`src/hw/rtl/xrg_pkg.sv`:
```
// ----------------------------------------------------------------------------
// xrg_pkg
// Shared types, constants and the xorshift step of the random generator.
// ----------------------------------------------------------------------------
package xrg_pkg;

  localparam int unsigned DataW = 64;

  localparam logic [DataW-1:0] DefaultSeed = 64'd88172645463325252;

  localparam int unsigned ShiftA = 13;
  localparam int unsigned ShiftB = 7;
  localparam int unsigned ShiftC = 17;

  typedef enum logic [1:0] {
    REQ_SEED  = 2'd0,
    REQ_NEXT  = 2'd1,
    REQ_RANGE = 2'd2,
    REQ_DICE  = 2'd3
  } req_type_e;

  typedef logic [DataW-1:0] word_t;

  function automatic word_t xorshift_step(input word_t x);
    word_t a;
    word_t b;
    a = x ^ (x << ShiftA);
    b = a ^ (a >> ShiftB);
    return b ^ (b << ShiftC);
  endfunction

endpackage

```
`src/hw/rtl/xrg_if.sv`:
```
// ----------------------------------------------------------------------------
// xrg_req_if / xrg_rsp_if
// Valid/ready channels for requests into and results out of the generator.
// ----------------------------------------------------------------------------
interface xrg_req_if;
  logic        valid;
  logic        ready;
  logic [1:0]  req_type;
  logic [63:0] seed_value;
  logic [63:0] range_low;
  logic [63:0] range_high;
  logic [7:0]  dice_count;
  logic [31:0] dice_sides;

  modport source (
    output valid, req_type, seed_value, range_low, range_high, dice_count, dice_sides,
    input  ready
  );
  modport sink (
    input  valid, req_type, seed_value, range_low, range_high, dice_count, dice_sides,
    output ready
  );
endinterface

interface xrg_rsp_if;
  logic        valid;
  logic        ready;
  logic [63:0] value;

  modport source (output valid, value, input ready);
  modport sink (input valid, value, output ready);
endinterface

```
`src/hw/rtl/xrg_mod_serial.sv`:
```
// ----------------------------------------------------------------------------
// xrg_mod_serial
// Bit-serial restoring remainder unit: one dividend bit per cycle.
// ----------------------------------------------------------------------------
module xrg_mod_serial (
  input  logic                clk_i,
  input  logic                rst_ni,
  input  logic                start_i,
  input  xrg_pkg::word_t      dividend_i,
  input  xrg_pkg::word_t      divisor_i,
  output logic                done_o,
  output xrg_pkg::word_t      rem_o
);
  import xrg_pkg::*;

  localparam int unsigned CntW = $clog2(DataW);

  logic            busy_q;
  logic            done_q;
  logic [CntW-1:0] cnt_q;
  word_t           dvd_q;
  word_t           dvs_q;
  word_t           rem_q;

  logic [DataW:0]  shifted;
  logic            fits;
  word_t           rem_d;

  always_comb begin
    shifted = {rem_q, dvd_q[DataW-1]};
    fits    = shifted >= {1'b0, dvs_q};
    rem_d   = fits ? DataW'(shifted - {1'b0, dvs_q}) : shifted[DataW-1:0];
  end

  always_ff @(posedge clk_i or negedge rst_ni) begin
    if (!rst_ni) begin
      busy_q <= 1'b0;
      done_q <= 1'b0;
      cnt_q  <= '0;
    end else if (start_i) begin
      busy_q <= 1'b1;
      done_q <= 1'b0;
      cnt_q  <= '0;
    end else if (busy_q) begin
      cnt_q <= cnt_q + 1'b1;
      if (cnt_q == CntW'(DataW - 1)) begin
        busy_q <= 1'b0;
        done_q <= 1'b1;
      end
    end else begin
      done_q <= 1'b0;
    end
  end

  always_ff @(posedge clk_i) begin
    if (start_i) begin
      dvd_q <= dividend_i;
      dvs_q <= divisor_i;
      rem_q <= '0;
    end else if (busy_q) begin
      dvd_q <= dvd_q << 1;
      rem_q <= rem_d;
    end
  end

  assign done_o = done_q;
  assign rem_o  = rem_q;

endmodule

```
`src/hw/rtl/xorshift_random_generator.sv`:
```
// ----------------------------------------------------------------------------
// xorshift_random_generator
// 64-bit xorshift generator (13, 7, 17) with raw, ranged and dice requests.
// ----------------------------------------------------------------------------
// Requests arrive on req_i and results leave on rsp_o, both valid/ready.
// A seed transaction loads the state and produces no result; a zero seed
// loads the default constant, and a draw from a zero state steps from it.
// A raw draw passes through StDraw and StDone into the output register.
// In a ranged draw the remainder by the span comes from a bit-serial unit
// that resolves one bit per cycle. A dice request with a zero count returns
// zero; the count saturates at MAX_DICE.
// When the span or the number of sides is zero the draw is used unreduced,
// without the bit-serial unit.
// One request is worked on at a time; req_i.ready is high only while idle.
// The result sits in an output register, so a new request is taken while a
// result waits; a finished result then holds until the register is free.
// Reset clears the generator state to zero and empties the output register.
// ----------------------------------------------------------------------------
module xorshift_random_generator #(
  parameter int unsigned MAX_DICE = 255
) (
  input  logic      clk_i,
  input  logic      rst_ni,
  xrg_req_if.sink   req_i,
  xrg_rsp_if.source rsp_o
);
  import xrg_pkg::*;

  localparam int unsigned MaxCount = (MAX_DICE < 255) ? MAX_DICE : 255;
  localparam int unsigned CntW     = $clog2(MaxCount + 1);

  typedef enum logic [1:0] {
    StIdle,
    StDraw,
    StDiv,
    StDone
  } state_e;

  state_e          state_q, state_d;
  req_type_e       kind_q, kind_d;
  logic [CntW-1:0] count_q, count_d;
  word_t           rng_q, rng_d;
  word_t           lo_q, lo_d;
  word_t           span_q, span_d;
  word_t           acc_q, acc_d;
  logic            out_valid_q, out_valid_d;
  word_t           out_value_q, out_value_d;

  logic            div_start;
  logic            div_done;
  word_t           div_rem;
  word_t           draw;
  req_type_e       req_kind;

  xrg_mod_serial u_mod (
    .clk_i      (clk_i),
    .rst_ni     (rst_ni),
    .start_i    (div_start),
    .dividend_i (draw),
    .divisor_i  (span_q),
    .done_o     (div_done),
    .rem_o      (div_rem)
  );

  assign draw     = xorshift_step((rng_q == '0) ? DefaultSeed : rng_q);
  assign req_kind = req_type_e'(req_i.req_type);

  always_comb begin
    state_d     = state_q;
    kind_d      = kind_q;
    count_d     = count_q;
    rng_d       = rng_q;
    lo_d        = lo_q;
    span_d      = span_q;
    acc_d       = acc_q;
    out_value_d = out_value_q;
    out_valid_d = out_valid_q && !rsp_o.ready;
    div_start   = 1'b0;

    unique case (state_q)
      StIdle: begin
        if (req_i.valid) begin
          kind_d = req_kind;
          acc_d  = '0;
          unique case (req_kind)
            REQ_SEED: begin
              rng_d = (req_i.seed_value == '0) ? DefaultSeed : req_i.seed_value;
            end
            REQ_NEXT: begin
              state_d = StDraw;
            end
            REQ_RANGE: begin
              lo_d    = req_i.range_low;
              span_d  = req_i.range_high - req_i.range_low + 64'd1;
              count_d = CntW'(1);
              state_d = StDraw;
            end
            REQ_DICE: begin
              lo_d   = 64'd1;
              span_d = {32'd0, req_i.dice_sides};
              if (32'(req_i.dice_count) > MaxCount) begin
                count_d = CntW'(MaxCount);
              end else begin
                count_d = CntW'(req_i.dice_count);
              end
              state_d = (req_i.dice_count == '0) ? StDone : StDraw;
            end
            default: state_d = StIdle;
          endcase
        end
      end
      StDraw: begin
        rng_d = draw;
        if (kind_q == REQ_NEXT) begin
          acc_d   = draw;
          state_d = StDone;
        end else if (span_q == '0) begin
          acc_d   = acc_q + lo_q + draw;
          count_d = count_q - 1'b1;
          state_d = (count_q == CntW'(1)) ? StDone : StDraw;
        end else begin
          div_start = 1'b1;
          state_d   = StDiv;
        end
      end
      StDiv: begin
        if (div_done) begin
          acc_d   = acc_q + lo_q + div_rem;
          count_d = count_q - 1'b1;
          state_d = (count_q == CntW'(1)) ? StDone : StDraw;
        end
      end
      StDone: begin
        if (!out_valid_q || rsp_o.ready) begin
          out_valid_d = 1'b1;
          out_value_d = acc_q;
          state_d     = StIdle;
        end
      end
      default: state_d = StIdle;
    endcase
  end

  always_ff @(posedge clk_i or negedge rst_ni) begin
    if (!rst_ni) begin
      state_q     <= StIdle;
      kind_q      <= REQ_SEED;
      count_q     <= '0;
      rng_q       <= '0;
      lo_q        <= '0;
      span_q      <= '0;
      acc_q       <= '0;
      out_valid_q <= 1'b0;
      out_value_q <= '0;
    end else begin
      state_q     <= state_d;
      kind_q      <= kind_d;
      count_q     <= count_d;
      rng_q       <= rng_d;
      lo_q        <= lo_d;
      span_q      <= span_d;
      acc_q       <= acc_d;
      out_valid_q <= out_valid_d;
      out_value_q <= out_value_d;
    end
  end

  assign req_i.ready = (state_q == StIdle);
  assign rsp_o.valid = out_valid_q;
  assign rsp_o.value = out_value_q;

endmodule

```
`src/flat_wrapper.sv`:
```
// flat-port wrapper written by rule: the top's interface ports become plain ports
module xorshift_random_generator_flat import xrg_pkg::*;
#(
  parameter int unsigned MAX_DICE = 255
)
  (clk_i, rst_ni, req_i_valid, req_i_req_type, req_i_seed_value, req_i_range_low, req_i_range_high, req_i_dice_count, req_i_dice_sides, req_i_ready, rsp_o_valid, rsp_o_value, rsp_o_ready);
  xrg_req_if req_i_i ();
  xrg_rsp_if rsp_o_i ();
  input  logic clk_i;
  input  logic rst_ni;
  input wire logic [$bits(req_i_i.valid)-1:0] req_i_valid;
  input wire logic [$bits(req_i_i.req_type)-1:0] req_i_req_type;
  input wire logic [$bits(req_i_i.seed_value)-1:0] req_i_seed_value;
  input wire logic [$bits(req_i_i.range_low)-1:0] req_i_range_low;
  input wire logic [$bits(req_i_i.range_high)-1:0] req_i_range_high;
  input wire logic [$bits(req_i_i.dice_count)-1:0] req_i_dice_count;
  input wire logic [$bits(req_i_i.dice_sides)-1:0] req_i_dice_sides;
  output wire logic [$bits(req_i_i.ready)-1:0] req_i_ready;
  output wire logic [$bits(rsp_o_i.valid)-1:0] rsp_o_valid;
  output wire logic [$bits(rsp_o_i.value)-1:0] rsp_o_value;
  input wire logic [$bits(rsp_o_i.ready)-1:0] rsp_o_ready;
  assign req_i_i.valid = req_i_valid;
  assign req_i_i.req_type = req_i_req_type;
  assign req_i_i.seed_value = req_i_seed_value;
  assign req_i_i.range_low = req_i_range_low;
  assign req_i_i.range_high = req_i_range_high;
  assign req_i_i.dice_count = req_i_dice_count;
  assign req_i_i.dice_sides = req_i_dice_sides;
  assign req_i_ready = req_i_i.ready;
  assign rsp_o_valid = rsp_o_i.valid;
  assign rsp_o_value = rsp_o_i.value;
  assign rsp_o_i.ready = rsp_o_ready;
  xorshift_random_generator #(.MAX_DICE(MAX_DICE)) u_core (.clk_i(clk_i), .rst_ni(rst_ni), .req_i(req_i_i), .rsp_o(rsp_o_i));
endmodule
```
`config.mk`:
```
export PLATFORM = sky130hd
export DESIGN_NAME = xorshift_random_generator_flat
export DESIGN_NICKNAME = d
export VERILOG_FILES = /design/src/hw/rtl/xrg_pkg.sv /design/src/hw/rtl/xrg_if.sv /design/src/hw/rtl/xrg_mod_serial.sv /design/src/hw/rtl/xorshift_random_generator.sv /design/src/flat_wrapper.sv
export SDC_FILE = /design/constraint.sdc
export NUM_CORES = 2
export LEC_CHECK = 0
export BUFFER_PORTS_ARGS = -buffer_cell sky130_fd_sc_hd__buf_2
export CAP_MARGIN = 15
export CORE_MARGIN = 2
export CORE_UTILIZATION = 25
export CTS_BUF_LIST = sky130_fd_sc_hd__clkbuf_8 sky130_fd_sc_hd__clkbuf_16
export CTS_CLUSTER_SIZE = 25
export DETAILED_ROUTE_END_ITERATION = 10
export GPL_ROUTABILITY_DRIVEN = 0
export PLACE_DENSITY_LB_ADDON = 0.3
export SYNTH_ARGS = -nofsm -noshare
export SYNTH_HDL_FRONTEND = slang
export SYNTH_HIERARCHICAL = 1
export SYNTH_SLANG_ARGS = --single-unit
```
`constraint.sdc`:
```
create_clock -name clk_i -period 15 [get_ports clk_i]
set_clock_uncertainty 0.05 [all_clocks]
set_input_delay 2.25 -clock clk_i [delete_from_list [all_inputs] [get_ports clk_i]]
set_output_delay 2.25 -clock clk_i [all_outputs]
set_load 0.05 [all_outputs]
```
==> metrics.yaml <==
status: "complete, no violations"
grt_setup_unrepaired: "false"
dr.pass1.iters: 6
ys_ff_latch: 533
drt_iter0_drc: 3112
drc: 0
grt_max_degree: 140
fin_crit_ns: 7.035
clockBufferDepth: 3
ir_drop_uv: 62.03
cts_resized: 0
wl_per_cell_um: 22.28
drt-total-wl_um: 173000
worstMarginPinSlew_ns: 1.124
rows: 154
num_vias: 40460
htreeDepth: 3
clock.fmax_ghz: 0.1422
syn_avg_cell_area_um2: 8.494
fin_ws_ns: 7.965
dieArea_um2: 180900
cts_hold_buf: 0
clock_latency_ns: 0.70
drt.antenna.violating_nets: 0
critPathArrivalTime_ns: 7.53
core_area_um2: 176300
critPathKind: "reg -> reg"
start_util_pct: 25.17
antenna_found_initial: 9
synth_top_area_cell: "dfrtp_1"
relSlewSlack_pct: 24.78
cts_tree: "built"
clock-root-buffer: "clkbuf_16"
viasPerCell: 5.211
drv_slew: 0
setup_violations: 0
drive_gt1_share_pct: 13.00
overflow: 0
yosysWarnings: 6
fin_tns_setup_ns: 0
cts_sinks: 533
synth_area_leaders: "dfrtp_1, ha_1, edfxtp_1, xnor2_1, nand2_1"
syn_area_um2: 44380
powerDensity_nw_per_um2: 70.72
synth-seq-area-share_pct: 30.78
cts_buffers: 69
io_pins: 304
synth_edf_count: 128
worst_path_max_delay_cell: "o41ai_1"
synth_ff_type: "dfrtp_1"
die_w_um: 425.3
yosysMostFrequentCell: "nand2_1"
synth_top_cell_area_share_pct: 19.23
finalCritPeriodShare_pct: 46.90
start_kind: "register"
r2r_slack_ns: 7.97
hp-class: "reg -> reg"
grt_use_total_pct: 18.57
synth_cell_types: 123
clkSlewWorstSetupHoldPaths_ns: 0.06
die_h_um: 425.3
area_delta_synth_final_pct: 13.84
hold_ws_ns: 0.3933
post_cts_buffers: 0
path_cells: "ha_1, a21oi_2, nor4b_2, a21oi_1, o41ai_1, and3b_1, o21ai_0, a21o_1, nand3_1, o21ai_0, a221oi_1, xnor2_1, ha_1, nand4_1, nor4_1, nand2_1, nor4_1, a211oi_2, a21oi_1, a221o_1, a21oi_1, xnor2_1, a222oi_1, o21ai_0"
grt_pass1_vias: 39050
synth_cells: 5225
leakagePower_nw: 22.96
layout.nets: 5999
final_util_pct: 28.66
critPathRequiredTime_ns: 15.49
post-place-ws_ns: 8.184
dpl.hpwl_um: 139200
synthTopCellsByCount: "nand2_1, a21oi_1, ha_1, o21ai_0, dfrtp_1"
crit_fanout: 8
slowest_delay_ns: 0.88
drv_cap: 0
ys_async_sr_fraction_pct: 63.98
finalPower_mw: 3.573
port_buffers: 303
cp-end-kind: "register"
grt_first_pass_wirelength_um: 253500
synth_fp_nets: 5857
hold_viol_final: 0
## final timing paths
path,startpoint,to,cells after the start
worst min register to register,u_core/span_q[30],u_core/u_mod/dvs_q[30],0
worst max register to register,u_core/acc_q[4],u_core/acc_q[59],24
worst min-delay path,u_core/span_q[30],u_core/u_mod/dvs_q[30],0
worst max-delay path,u_core/acc_q[4],u_core/acc_q[59],24
max in group asynchronous,rst_ni,u_core/span_q[29],3
min in group asynchronous,rst_ni,u_core/rng_q[55],1
## metal layers
| metal | vias up | global-route usage, % | wire (um) |
|---|---|---|---|
| li1 | 19530 | - | - |
| met2 | 1242 | 31.99 | 84100 |
| met5 | - | 0 | 13 |
| met1 | 19410 | 22.69 | 71240 |
| met3 | 274 | 2.379 | 8590 |
| met4 | 2 | 9.202 | 9014 |
## registers in the layout, summed over array words and instances, names as in the netlist, 2 cells and up
name	flops
u_core/span_q	64
u_core/kind_q	2
u_core/rsp_o.value	64
u_core/u_mod/dvs_q	64
u_core/state_q	2
u_core/lo_q	64
u_core/u_mod/cnt_q	6
u_core/u_mod/dvd_q	64
u_core/acc_q	64
u_core/u_mod/rem_o	64
u_core/rng_q	64
u_core/count_q	8
## layout make-up
cell class,instances,area [um2]
clock buffers,81,1926
repair buffers,368,2037
flip-flops and latches,533,13660
multi-input cells,4149,28590
well taps,2340,2928
inverters,246,923.4
fillers,18920,125800
diodes,3,7.507
clock inverters,44,444.2
## cells by family (layout without fill, tap and decap cells)
family	count (synthesis)	after routing	share of synthesized area, %
AOI/OAI and AO/OA	1702	1702	25.11
and+or+nand+nor	1466	1466	15.55
buffers and inverters	543	739	4.939
DFF	533	533	30.78
xor gates and xnor gates	427	427	8.444
adders and majority gates	394	394	11.19
muxes	160	160	3.981
other	0	3	0
## critical path: cells and delay by family, from the launching register on
kind	cells	cell delay (ns)
xor gates and xnor gates	2	0.35
and+or+nand+nor	7	1.83
adders and majority gates	2	0.85
AOI/OAI and AO/OA	13	3.39
DFF	1	0.41
## cell usage in the layout, fill, tap and decap left out, types with 30 or more instances in the layout
master / netlist / layout
o22ai_1: 42 / 42
nand2_1: 608 / 607
xor2_1: 144 / 144
buf_2: 28 / 303
nor3_1: 64 / 64
clkbuf_16: 0 / 72
nor4_1: 72 / 71
a311oi_1: 49 / 49
and3_1: 42 / 42
ha_1: 389 / 387
a21oi_1: 434 / 433
edfxtp_1: 128 / 128
nand2b_1: 38 / 38
dfrtp_1: 341 / 340
nand3_1: 100 / 100
a22oi_1: 52 / 52
inv_1: 245 / 258
a21o_1: 208 / 208
mux2_2: 131 / 131
o21ai_0: 381 / 381
o21bai_1: 59 / 59
nand4_1: 101 / 101
o31ai_1: 93 / 93
a211oi_1: 30 / 30
buf_4: 3 / 62
xnor2_1: 282 / 282
nor2b_1: 43 / 42
dfxtp_1: 64 / 64
o21a_1: 39 / 38
nor2_1: 284 / 282
a31oi_1: 54 / 54
## where the power goes
group	total (mW)	internal, mW	leakage [nW]	switching, mW
registers	1.48	1.48	6.06	0
logic	0.348	0.131	15.7	0.217
clock network	1.75	1.03	1.21	0.720
total	3.57	2.64	23.0	0.937
## stage by stage
| stage | instances | instance area [um2] |
|---|---|---|
| after floorplan | 5225 | 44380 |
| after global placement | 7635 | 48140 |
| after detailed placement | 7635 | 48140 |
| after CTS | 7760 | 50510 |
| after global routing | 7763 | 50520 |
| final | 7764 | 50520 |
No activity file was read; power rests on OpenSTA's default activity.
